[src/rtl/core/gtrc_pkg.sv]
// Package for the gamepad to RC channel mapper.
// Holds word types, command and mode codes, constant dividers and clamps.
// No dependencies.
package gtrc_pkg;

   typedef struct packed {
      logic [1:0]         command;
      logic [7:0]         number;
      logic signed [15:0] value;
   } req_word_type;

   typedef struct packed {
      logic [11:0] throttle;
      logic [11:0] roll;
      logic [11:0] pitch;
      logic [11:0] yaw;
      logic [10:0] arm_channel;
   } rsp_word_type;

   typedef struct packed {
      logic [1:0]         command;
      logic [7:0]         number;
      logic               pressed;
      logic               axis_ok;
      logic [1:0]         pair;
      logic signed [15:0] cur_x;
      logic signed [15:0] cur_y;
      logic signed [15:0] x1;
      logic signed [15:0] y2;
      logic signed [11:0] qx500;
      logic signed [11:0] qy500;
      logic signed [11:0] qy50;
      logic signed [11:0] qxd;
      logic signed [11:0] qyd;
   } task_word_type;

   typedef struct packed {
      logic [11:0]        thr;
      logic [11:0]        roll;
      logic [11:0]        pitch;
      logic [11:0]        yaw;
      logic [11:0]        target;
      logic [11:0]        mid;
      logic [10:0]        arm_lvl;
      logic               armed;
      logic               lth;
      logic               rth;
      logic signed [15:0] left_last;
      logic signed [15:0] right_last;
   } map_state_type;

   localparam logic [1:0] CMD_BUTTON = 2'd0;
   localparam logic [1:0] CMD_AXIS   = 2'd1;
   localparam logic [1:0] CMD_TICK   = 2'd2;

   localparam logic [2:0] MODE_USUAL      = 3'd0;
   localparam logic [2:0] MODE_INERTIAL   = 3'd1;
   localparam logic [2:0] MODE_CASUAL     = 3'd2;
   localparam logic [2:0] MODE_TRIG_USUAL = 3'd3;
   localparam logic [2:0] MODE_TRIG_FULL  = 3'd4;
   localparam logic [2:0] MODE_TRIG_EXTR  = 3'd5;

   localparam logic CSR_MODE   = 1'b0;
   localparam logic CSR_LAYOUT = 1'b1;

   localparam int DIV_N = 17;
   localparam logic [4:0]  SHIFT_500 = 5'(DIV_N + $clog2(500));
   localparam logic [17:0] RECIP_500 = 18'(((2**(DIV_N + $clog2(500))) + 499) / 500);
   localparam logic [4:0]  SHIFT_50  = 5'(DIV_N + $clog2(50));
   localparam logic [17:0] RECIP_50  = 18'(((2**(DIV_N + $clog2(50))) + 49) / 50);
   localparam logic [4:0]  SHIFT_120 = 5'(DIV_N + $clog2(120));
   localparam logic [17:0] RECIP_120 = 18'(((2**(DIV_N + $clog2(120))) + 119) / 120);
   localparam logic [4:0]  SHIFT_60  = 5'(DIV_N + $clog2(60));
   localparam logic [17:0] RECIP_60  = 18'(((2**(DIV_N + $clog2(60))) + 59) / 60);
   localparam logic [4:0]  SHIFT_188 = 5'(DIV_N + $clog2(188));
   localparam logic [17:0] RECIP_188 = 18'(((2**(DIV_N + $clog2(188))) + 187) / 188);
   localparam logic [4:0]  SHIFT_85  = 5'(DIV_N + $clog2(85));
   localparam logic [17:0] RECIP_85  = 18'(((2**(DIV_N + $clog2(85))) + 84) / 85);

   // truncate toward zero: scale the magnitude by the reciprocal, restore sign
   function automatic logic signed [16:0] div_const(input logic signed [16:0] a,
                                                    input logic [17:0] recip,
                                                    input logic [4:0] shift);
      logic [16:0] mag;
      logic [35:0] prod;
      logic [16:0] q;
      mag  = a[16] ? 17'(-a) : 17'(a);
      prod = 36'(mag) * 36'(recip);
      q    = 17'(prod >> shift);
      return a[16] ? -$signed(q) : $signed(q);
   endfunction

   function automatic logic [11:0] clip_stick(input logic signed [13:0] v);
      if (v > 14'sd2100) return 12'd2099;
      if (v < 14'sd900) return 12'd901;
      return v[11:0];
   endfunction

   function automatic logic [11:0] clip_thr(input logic signed [13:0] v);
      if (v > 14'sd1800) return 12'd1799;
      if (v < 14'sd900) return 12'd901;
      return v[11:0];
   endfunction

endpackage

[src/rtl/core/gamepad_to_rc_channel_mapper.sv]
// Top level of the gamepad to RC channel mapper: front end, queue, back end.
// Depends on gtrc_pkg, gtrc_front, gtrc_queue, gtrc_back.
//
//   port group   dir   handshake        word
//   req_         in    valid / stall    req_word_type
//   rsp_         out   valid / stall    rsp_word_type
//   csr_         in    valid / ready    index, data
//
// One word per cycle sustained while rsp_stall stays low; a request is registered on
// its way to a result (front end into the queue, back end into the output register).
// Synchronous active-high reset restores stick and channel state.
// A stalled result holds; the two-entry queue takes requests until it is full.
module gamepad_to_rc_channel_mapper import gtrc_pkg::*; (
   input  logic         clock,
   input  logic         reset,
   input  logic         req_valid,
   output logic         req_stall,
   input  req_word_type req_data,
   output logic         rsp_valid,
   input  logic         rsp_stall,
   output rsp_word_type rsp_data,
   input  logic         csr_valid,
   output logic         csr_ready,
   input  logic         csr_index,
   input  logic [2:0]   csr_data
);

   logic [2:0]    mode_ff;
   logic          layout_ff;
   logic          push, pop, full, empty;
   task_word_type push_word, head_word;

   assign csr_ready = 1'b1;

   always_ff @(posedge clock) begin
      if (reset) begin
         mode_ff   <= MODE_USUAL;
         layout_ff <= 1'b0;
      end else if (csr_valid) begin
         if (csr_index == CSR_MODE) mode_ff <= csr_data;
         if (csr_index == CSR_LAYOUT) layout_ff <= csr_data[0];
      end
   end

   gtrc_front u_front (
      .clock      (clock),
      .reset      (reset),
      .cfg_mode   (mode_ff),
      .req_valid  (req_valid),
      .req_stall  (req_stall),
      .req_data   (req_data),
      .queue_full (full),
      .push       (push),
      .push_word  (push_word)
   );

   gtrc_queue u_queue (
      .clock     (clock),
      .reset     (reset),
      .push      (push),
      .push_word (push_word),
      .pop       (pop),
      .head_word (head_word),
      .full      (full),
      .empty     (empty)
   );

   gtrc_back u_back (
      .clock      (clock),
      .reset      (reset),
      .cfg_mode   (mode_ff),
      .cfg_layout (layout_ff),
      .empty      (empty),
      .head_word  (head_word),
      .pop        (pop),
      .rsp_valid  (rsp_valid),
      .rsp_stall  (rsp_stall),
      .rsp_data   (rsp_data)
   );

   a_arm_levels: assert property (@(posedge clock) disable iff (reset)
      rsp_valid |-> (rsp_data.arm_channel == 11'd900 || rsp_data.arm_channel == 11'd1900))
      else $error("arm channel off its two levels");

   a_throttle_range: assert property (@(posedge clock) disable iff (reset)
      rsp_valid |-> (rsp_data.throttle >= 12'd900 && rsp_data.throttle <= 12'd2100))
      else $error("throttle out of range");

   a_reset_idle: assert property (@(posedge clock)
      reset |=> !rsp_valid && !req_stall)
      else $error("activity right after reset");

endmodule

[src/rtl/core/gtrc_front.sv]
// Front end: accepts request words, keeps stick positions, precomputes quotients.
// Depends on gtrc_pkg.
module gtrc_front import gtrc_pkg::*; (
   input  logic          clock,
   input  logic          reset,
   input  logic [2:0]    cfg_mode,
   input  logic          req_valid,
   output logic          req_stall,
   input  req_word_type  req_data,
   input  logic          queue_full,
   output logic          push,
   output task_word_type push_word
);

   logic signed [15:0] stick_ff [6];
   logic signed [15:0] stick_new [6];
   logic               axis_ok;
   logic [1:0]         pair;
   logic signed [15:0] cur_x;
   logic signed [15:0] cur_y;
   logic [17:0]        recip_d;
   logic [4:0]         shift_d;
   logic signed [16:0] qx500, qy500, qy50, qxd, qyd;

   assign req_stall = queue_full;
   assign push      = req_valid && !queue_full;
   assign pair      = req_data.number[2:1];
   assign axis_ok   = (req_data.command == CMD_AXIS) && (req_data.number < 8'd6) &&
                      (cfg_mode <= MODE_TRIG_EXTR);

   always_comb begin
      for (int i = 0; i < 6; i++) begin
         stick_new[i] = stick_ff[i];
      end
      if (axis_ok) begin
         stick_new[req_data.number[2:0]] = req_data.value;
      end
      cur_x = stick_new[{pair, 1'b0}];
      cur_y = stick_new[{pair, 1'b1}];
   end

   always_comb begin
      if (cfg_mode == MODE_TRIG_USUAL) begin
         recip_d = RECIP_500;
         shift_d = SHIFT_500;
      end else if (cfg_mode == MODE_TRIG_FULL) begin
         recip_d = RECIP_120;
         shift_d = SHIFT_120;
      end else begin
         recip_d = RECIP_60;
         shift_d = SHIFT_60;
      end
   end

   assign qx500 = div_const(17'(cur_x), RECIP_500, SHIFT_500);
   assign qy500 = div_const(17'(cur_y), RECIP_500, SHIFT_500);
   assign qy50  = div_const(17'(cur_y), RECIP_50, SHIFT_50);
   assign qxd   = div_const(17'(cur_x), recip_d, shift_d);
   assign qyd   = div_const(17'(cur_y), recip_d, shift_d);

   always_comb begin
      push_word.command = req_data.command;
      push_word.number  = req_data.number;
      push_word.pressed = (req_data.value != 16'sd0);
      push_word.axis_ok = axis_ok;
      push_word.pair    = pair;
      push_word.cur_x   = cur_x;
      push_word.cur_y   = cur_y;
      push_word.x1      = stick_new[3'd2];
      push_word.y2      = stick_new[3'd5];
      push_word.qx500   = qx500[11:0];
      push_word.qy500   = qy500[11:0];
      push_word.qy50    = qy50[11:0];
      push_word.qxd     = qxd[11:0];
      push_word.qyd     = qyd[11:0];
   end

   always_ff @(posedge clock) begin
      if (reset) begin
         for (int i = 0; i < 6; i++) begin
            stick_ff[i] <= 16'sd0;
         end
      end else if (push && axis_ok) begin
         stick_ff[req_data.number[2:0]] <= req_data.value;
      end
   end

endmodule

[src/rtl/core/gtrc_queue.sv]
// Two-entry queue between front end and back end.
// Depends on gtrc_pkg.
module gtrc_queue import gtrc_pkg::*; (
   input  logic          clock,
   input  logic          reset,
   input  logic          push,
   input  task_word_type push_word,
   input  logic          pop,
   output task_word_type head_word,
   output logic          full,
   output logic          empty
);

   task_word_type entry_ff [2];
   logic          wr_ptr_ff, wr_ptr_in;
   logic          rd_ptr_ff, rd_ptr_in;
   logic [1:0]    count_ff, count_in;

   assign full      = (count_ff == 2'd2);
   assign empty     = (count_ff == 2'd0);
   assign head_word = entry_ff[rd_ptr_ff];

   always_comb begin
      wr_ptr_in = push ? !wr_ptr_ff : wr_ptr_ff;
      rd_ptr_in = pop ? !rd_ptr_ff : rd_ptr_ff;
      count_in  = count_ff + 2'(push) - 2'(pop);
   end

   always_ff @(posedge clock) begin
      if (reset) begin
         wr_ptr_ff <= 1'b0;
         rd_ptr_ff <= 1'b0;
         count_ff  <= 2'd0;
      end else begin
         wr_ptr_ff <= wr_ptr_in;
         rd_ptr_ff <= rd_ptr_in;
         count_ff  <= count_in;
      end
   end

   always_ff @(posedge clock) begin
      if (push) begin
         entry_ff[wr_ptr_ff] <= push_word;
      end
   end

endmodule

[src/rtl/core/gtrc_back.sv]
// Back end: applies queued words to the channel state, holds the result word.
// Depends on gtrc_pkg.
module gtrc_back import gtrc_pkg::*; (
   input  logic          clock,
   input  logic          reset,
   input  logic [2:0]    cfg_mode,
   input  logic          cfg_layout,
   input  logic          empty,
   input  task_word_type head_word,
   output logic          pop,
   output logic          rsp_valid,
   input  logic          rsp_stall,
   output rsp_word_type  rsp_data
);

   map_state_type st_ff, st_in;
   rsp_word_type  out_ff, out_in;
   logic          out_valid_ff, out_valid_in;

   function automatic map_state_type arming(input map_state_type s, input logic on);
      map_state_type r;
      r = s;
      if (on) begin
         r.thr        = 12'd930;
         r.left_last  = 16'sd32767;
         r.right_last = -16'sd32767;
         r.target     = 12'd1500;
         r.arm_lvl    = 11'd1900;
         r.armed      = 1'b1;
      end else if (s.armed) begin
         r.thr        = 12'd1100;
         r.target     = 12'd1500;
         r.left_last  = -16'sd32767;
         r.right_last = -16'sd32767;
         r.armed      = 1'b0;
      end
      return r;
   endfunction

   function automatic map_state_type neutral(input map_state_type s);
      map_state_type r;
      r        = s;
      r.thr    = 12'd1100;
      r.roll   = 12'd1500;
      r.pitch  = 12'd1500;
      r.yaw    = 12'd1500;
      r.target = 12'd1500;
      return r;
   endfunction

   function automatic logic [11:0] trig_thr(input map_state_type s, input logic slow);
      logic signed [16:0] diff;
      logic signed [16:0] q;
      diff = 17'(s.right_last) - 17'(s.left_last);
      q    = slow ? div_const(diff, RECIP_188, SHIFT_188) : div_const(diff, RECIP_85, SHIFT_85);
      return clip_thr(14'sd1300 + 14'(q));
   endfunction

   function automatic logic [11:0] plus(input logic signed [11:0] q);
      return clip_stick(14'sd1500 + 14'(q));
   endfunction

   function automatic logic [11:0] minus(input logic signed [11:0] q);
      return clip_stick(14'sd1500 - 14'(q));
   endfunction

   logic               big;
   logic               on;
   logic [7:0]         n;
   logic [1:0]         p;
   logic signed [13:0] tdiff;
   task_word_type      t;

   assign big = cfg_layout;
   assign t   = head_word;
   assign on  = t.pressed;
   assign n   = t.number;
   assign p   = t.pair;
   assign pop = !empty && (!out_valid_ff || !rsp_stall);
   assign tdiff = 14'($signed({2'b00, st_ff.target})) - 14'sd1500;

   always_comb begin
      st_in = st_ff;
      case (t.command)
         CMD_BUTTON: begin
            case (cfg_mode)
               MODE_USUAL: begin
                  if (!big && n == 8'd7) st_in = arming(st_in, on);
                  if (n == 8'd5 && on) st_in.arm_lvl = 11'd900;
               end
               MODE_INERTIAL: begin
                  if (!big && n == 8'd7) st_in = arming(st_in, on);
                  if (n == 8'd5 && on) st_in.arm_lvl = 11'd900;
                  if (!big && n == 8'd6 && on) st_in = neutral(st_in);
                  if (n == 8'd4 && on) begin
                     st_in.thr    = st_in.mid;
                     st_in.target = 12'd1500;
                  end
                  if (n == 8'd3 && on) st_in.mid = st_in.thr;
               end
               MODE_CASUAL: begin
                  if (n == 8'd5) st_in = arming(st_in, on);
                  if (n == 8'd4 && on) st_in.arm_lvl = 11'd900;
                  if (!big) begin
                     if (n == 8'd7 && !st_in.lth) begin
                        st_in.rth = on;
                        st_in.thr = on ? 12'd1500 : st_in.mid;
                     end
                     if (n == 8'd6 && !st_in.rth) begin
                        st_in.lth = on;
                        st_in.thr = on ? 12'd1250 : st_in.mid;
                     end
                  end
               end
               MODE_TRIG_USUAL, MODE_TRIG_FULL, MODE_TRIG_EXTR: begin
                  if (!big) begin
                     if (n == 8'd7) st_in = arming(st_in, on);
                     if (n == 8'd5 && on) st_in.arm_lvl = 11'd900;
                  end else begin
                     if (n == 8'd5) st_in = arming(st_in, on);
                     if (n == 8'd4 && on) st_in.arm_lvl = 11'd900;
                  end
               end
               default: begin
               end
            endcase
         end
         CMD_AXIS: begin
            if (t.axis_ok) begin
               if (!big) begin
                  if (cfg_mode <= MODE_INERTIAL) begin
                     if (p == 2'd0) begin
                        st_in.yaw = plus(t.qx500);
                        if (cfg_mode == MODE_USUAL) begin
                           st_in.thr = minus(t.qy50);
                        end else begin
                           st_in.target = 12'(14'sd1500 - 14'(t.qy50));
                           st_in.thr    = clip_stick(14'($signed({2'b00, st_in.thr})));
                        end
                     end
                     if (p == 2'd1) begin
                        st_in.pitch = minus(t.qy500);
                        st_in.roll  = plus(t.qx500);
                     end
                  end else begin
                     if (p == 2'd0) begin
                        st_in.pitch = minus(t.qy500);
                        st_in.roll  = plus(t.qx500);
                     end
                     if (p == 2'd1) st_in.yaw = plus(t.qx500);
                  end
               end else begin
                  case (cfg_mode)
                     MODE_USUAL, MODE_INERTIAL: begin
                        if (p == 2'd0) begin
                           st_in.yaw = plus(t.qx500);
                           if (cfg_mode == MODE_USUAL) begin
                              st_in.thr = minus(t.qy50);
                           end else begin
                              st_in.target = 12'(14'sd1500 - 14'(t.qy50));
                              st_in.thr    = clip_stick(14'($signed({2'b00, st_in.thr})));
                           end
                        end
                        if (p == 2'd1) begin
                           st_in.roll = plus(t.qy500);
                           if (cfg_mode == MODE_INERTIAL && t.cur_x > -16'sd29000) begin
                              st_in = neutral(st_in);
                           end
                        end
                        if (p == 2'd2) begin
                           st_in.pitch = minus(t.qx500);
                           st_in = arming(st_in, t.cur_y > 16'sd10000);
                        end
                     end
                     MODE_CASUAL: begin
                        if (p == 2'd0) st_in.roll = plus(t.qx500);
                        if (p == 2'd1) begin
                           if (t.cur_x > 16'sd10000 && !st_in.rth) begin
                              st_in.lth = 1'b1;
                              st_in.thr = 12'd1250;
                           end
                           if (t.cur_x < 16'sd10000 && !st_in.rth) begin
                              st_in.lth = 1'b0;
                              st_in.thr = st_in.mid;
                           end
                           st_in.yaw = plus(t.qy500);
                        end
                        if (p == 2'd2) begin
                           st_in.pitch = minus(t.qx500);
                           if (t.cur_y > 16'sd10000 && !st_in.lth) begin
                              st_in.rth = 1'b1;
                              st_in.thr = 12'd1550;
                           end
                           if (t.cur_y < 16'sd10000 && !st_in.lth) begin
                              st_in.rth = 1'b0;
                              st_in.thr = st_in.mid;
                           end
                        end
                     end
                     default: begin
                        if (p == 2'd0) begin
                           st_in.roll  = plus(t.qxd);
                           st_in.pitch = minus(t.qyd);
                        end
                        if (p == 2'd1) st_in.yaw = plus(t.qyd);
                        if (cfg_mode == MODE_TRIG_EXTR) begin
                           if (p != 2'd0) begin
                              st_in.left_last  = t.x1;
                              st_in.right_last = t.y2;
                           end
                        end else begin
                           if (p == 2'd1) st_in.left_last = t.cur_x;
                           if (p == 2'd2) st_in.right_last = t.cur_y;
                        end
                        st_in.thr = trig_thr(st_in, cfg_mode == MODE_TRIG_USUAL);
                     end
                  endcase
               end
            end
         end
         CMD_TICK: begin
            if (cfg_mode == MODE_INERTIAL) begin
               if (tdiff > 14'sd100) st_in.thr = st_in.thr + 12'd1;
               if (tdiff < -14'sd100) st_in.thr = st_in.thr - 12'd1;
               st_in.thr = clip_thr(14'($signed({2'b00, st_in.thr})));
            end
            if (cfg_mode == MODE_TRIG_USUAL) st_in.thr = trig_thr(st_in, 1'b1);
         end
         default: begin
         end
      endcase
   end

   always_comb begin
      out_in.throttle    = st_in.thr;
      out_in.roll        = st_in.roll;
      out_in.pitch       = st_in.pitch;
      out_in.yaw         = st_in.yaw;
      out_in.arm_channel = st_in.arm_lvl;
      out_valid_in       = pop || (out_valid_ff && rsp_stall);
   end

   always_ff @(posedge clock) begin
      if (reset) begin
         st_ff.thr        <= 12'd1239;
         st_ff.roll       <= 12'd1500;
         st_ff.pitch      <= 12'd1500;
         st_ff.yaw        <= 12'd1500;
         st_ff.target     <= 12'd1500;
         st_ff.mid        <= 12'd1500;
         st_ff.arm_lvl    <= 11'd900;
         st_ff.armed      <= 1'b0;
         st_ff.lth        <= 1'b0;
         st_ff.rth        <= 1'b0;
         st_ff.left_last  <= -16'sd32767;
         st_ff.right_last <= -16'sd32767;
         out_valid_ff     <= 1'b0;
      end else begin
         if (pop) st_ff <= st_in;
         out_valid_ff <= out_valid_in;
      end
   end

   always_ff @(posedge clock) begin
      if (pop) out_ff <= out_in;
   end

   assign rsp_valid = out_valid_ff;
   assign rsp_data  = out_ff;

endmodule

[config.mk]
export PLATFORM = sky130hd
export DESIGN_NAME = gamepad_to_rc_channel_mapper
export DESIGN_NICKNAME = d
export VERILOG_FILES = /design/src/rtl/core/gtrc_pkg.sv /design/src/rtl/core/gamepad_to_rc_channel_mapper.sv /design/src/rtl/core/gtrc_front.sv /design/src/rtl/core/gtrc_queue.sv /design/src/rtl/core/gtrc_back.sv
export SDC_FILE = /design/constraint.sdc
export NUM_CORES = 2
export LEC_CHECK = 0
export ABC_AREA = 1
export ABC_CLOCK_PERIOD_IN_PS = 11650
export BUFFER_PORTS_ARGS = -buffer_cell sky130_fd_sc_hd__buf_2
export CORE_UTILIZATION = 45
export CTS_CLUSTER_DIAMETER = 40
export DETAILED_ROUTE_END_ITERATION = 6
export HOLD_SLACK_MARGIN = 0.08
export SLEW_MARGIN = 40
export SYNTH_ARGS = -nofsm -noshare
export SYNTH_HDL_FRONTEND = slang
export SYNTH_SLANG_ARGS = --single-unit
[constraint.sdc]
create_clock -name clock -period 11.65 [get_ports clock]
set_input_delay 1.165 -clock clock [delete_from_list [all_inputs] [get_ports clock]]
set_output_delay 1.165 -clock clock [all_outputs]
set_load 0.01 [all_outputs]
==> impl_metrics.py <==
metrics = {
    "route": {
        "drt_iter0_markers": 5792,
        "routed_wl_um": 267000,
        "drt_first_pass_iters": 6,
        "drt.antenna.violating_nets": 0,
        "drt-vias-per-instance": 5.58,
        "wire_per_inst_um": 21.7,
        "drc": 0,
        "vias": 68700,
    },
    "cts": {
        "cts.hold.buffers_added": 0,
        "ctsHtreeMaxLevel": 3,
        "clock_path_buffers": 3,
        "cts_made_buffers": 82,
        "clk_pin_slew_ns": 0.06,
        "clock_latency_ns": 0.70,
        "clkSinkCount": 555,
        "root_buffer": "clkbuf_16",
        "cts_tree": "done",
    },
    "floorplan": {
        "die_area_mm2": 0.172,
        "initial_utilization_pct": 45.3,
        "die_w_um": 414,
        "fp.dieH_um": 414,
        "rows": 151,
        "core_area_mm2": 0.169,
        "ios": 97,
    },
    "global_routing": {
        "gr-usage-met3_pct": 2.97,
        "grt_pass1_vias": 68000,
        "grt_pass1_wl_um": 409000,
        "grt_use_total_pct": 30.8,
        "use_met2_pct": 53.2,
        "busiest_layer": "met2",
        "grt_max_degree": 72,
        "antenna_found_initial": 10,
        "grt_use_met1_pct": 38.5,
        "grt-ovfl-total": 0,
    },
    "synthesis": {
        "ys_warn_count": 0,
        "seq_area_frac_synth_pct": 20.1,
        "synthCells": 9601,
        "ys_seq_elements": 555,
        "synthesis.area_mm2": 0.0766,
        "synth_common_cells": "inv_1 (1797), nand2_1 (1413), ha_1 (1193)",
        "synth.top_cells.by_area": "ha_1 (19%), edfxtp_1 (17%), fa_1 (15%), inv_1 (8.8%), nand2_1 (6.9%)",
        "netlist.area_leader.share_pct": 19.5,
        "synth_edf_count": 427,
        "synth_cell_type_count": 87,
        "synth_largest_area_cell": "ha_1",
        "ys.flop_type": "edfxtp_1",
        "ys_async_sr_fraction_pct": 0,
        "yosysMostFrequentCell": "inv_1",
        "avgSynthCellArea_um2": 7.97,
    },
    "setup_path": {
        "cp-start-kind": "register",
        "path_max_fanout": 14,
        "crit_required_ns": 12.06,
        "critical_path_class": "reg -> reg",
        "max_stage_delay_ns": 0.56,
        "crit_path_frequent_cell": "nand2_1",
        "cp_data_arrival_time_ns": 11.44,
        "endpoint_kind": "register",
        "cp_slowest_cell": "fa_1",
    },
    "sta": {
        "fin_skew_ns": 0.0533,
        "finalHoldViolations": 0,
        "slew_violations": 0,
        "period_needed_ns": 11.03,
        "tightest_slew_ns": 0.984,
        "relSlewSlack_pct": 33.7,
        "min_period_over_period_pct": 94.7,
        "fmax_ghz": 0.0907,
        "setup_viol": 0,
        "whs_ns": 0.457,
    },
    "placed_design": {
        "dpl-instance-area_mm2": 0.0824,
        "dp_hpwl_um": 217000,
        "place.gp.congestion": 1.00,
        "placed_cells": 12100,
        "portBuffers": 95,
    },
    "final_layout": {
        "fillCellCount": 16500,
        "fin_util_pct": 50.9,
        "nNetsFinal": 11800,
        "final_cells": 12300,
        "final_layout_size_suffix_gt1_share_pct": 10.5,
        "final_area_mm2": 0.0860,
        "syn2layout_area_growth_pct": 12.3,
    },
    "min_path": {
        "hold_path_class": "reg -> reg",
    },
    "status": {
        "status": "finished clean",
    },
    "job": {
        "max-cap-violations": 0,
    },
}
flip-flops by register name (all words and copies together) (netlist names), named ones only:
signal,flops
mode_ff,3
u_queue.rd_ptr_ff,1
u_queue.count_ff,2
u_queue.wr_ptr_ff,1
u_back.rsp_data,59
u_back.st_ff,118
u_back.rsp_valid,1
u_front.stick_ff,96
layout_ff,1
u_queue.entry_ff,272
worst max-delay path, delay by kind of cell, from the launching register on:
family,cells,cell delay [ns]
AND/OR/NAND/NOR,31,3.54
buffers and inverters,14,1.74
AO/OA/AOI/OAI,7,1.26
flip-flops,1,0.35
adder cells (fa/ha/maj),8,3.47
XOR/XNOR,2,0.42
metal layers:
| metal | vias up | part of all wire [%] |
|---|---|---|
| li1 | 32700 | - |
| met1 | 33200 | 41 |
| met2 | 2271 | 48 |
| met3 | 526 | 5.6 |
| met4 | 6 | 5.6 |
| met5 | - | 0.017 |
cells in the final DEF (no fill, tap or decap), drive strengths merged, types with 179 or more instances in the layout:
cell type,n
a21oi,528
buf,541
edfxtp,427
fa,589
ha,1193
inv,1852
nand2,1463
nand3,381
nor2,771
o21ai,704
xor2,179
cell type report:
type / count / area [um2] / share of cell area [%]
antenna: 7 / 17.5 / 0.0204
timing repair buffer: 542 / 3950 / 4.60
multi-input combinational: 6986 / 54100 / 62.9
clock inverter: 55 / 648 / 0.754
tap: 2218 / 2780 / 3.23
sequential: 555 / 15400 / 17.9
clock buffer: 97 / 2150 / 2.50
inverter: 1850 / 6950 / 8.08
per-stage QoR:
step / setup TNS (ns) / setup slack (ns)
floorplan: 0 / 0.00890
global placement: 0 / 0.200
detailed placement: 0 / 0.115
CTS: 0 / 0.102
global route: -0.103 / -0.0525
finish: 0 / 0.621
timing repair:
action / in CTS / in global routing
gates resized for setup: 0 / 139
endpoints found under the setup margin: 0 / 26
buffers inserted: 0 / 24
logic make-up after synthesis:
logic type,Yosys count,share of synthesized area (%)
AOI/OAI and AO/OA,1765,13.4
xor gates and xnor gates,236,2.77
adders and majority gates,1782,34.9
buffers and inverters,2130,10.5
DFF,555,20.1
muxes,65,0.856
other,2,0.00981
and+or+nand+nor,3066,17.4
path summary, 6_finish.rpt:
path	start	endpoint	slack, ns	depth (start not counted)
worst max-delay path	register	u_back.rsp_data[47]	0.62	62
worst min-delay path	u_back.st_ff[35]	u_back.st_ff[35]	0.46	2
worst min register to register	u_back.st_ff[35]	u_back.st_ff[35]	0.46	2
worst max register to register	register	u_back.rsp_data[47]	0.62	62
Power is left out: the tool's default activity adds up to more than one toggle a clock period on the data nets, which glitch-free logic cannot reach.
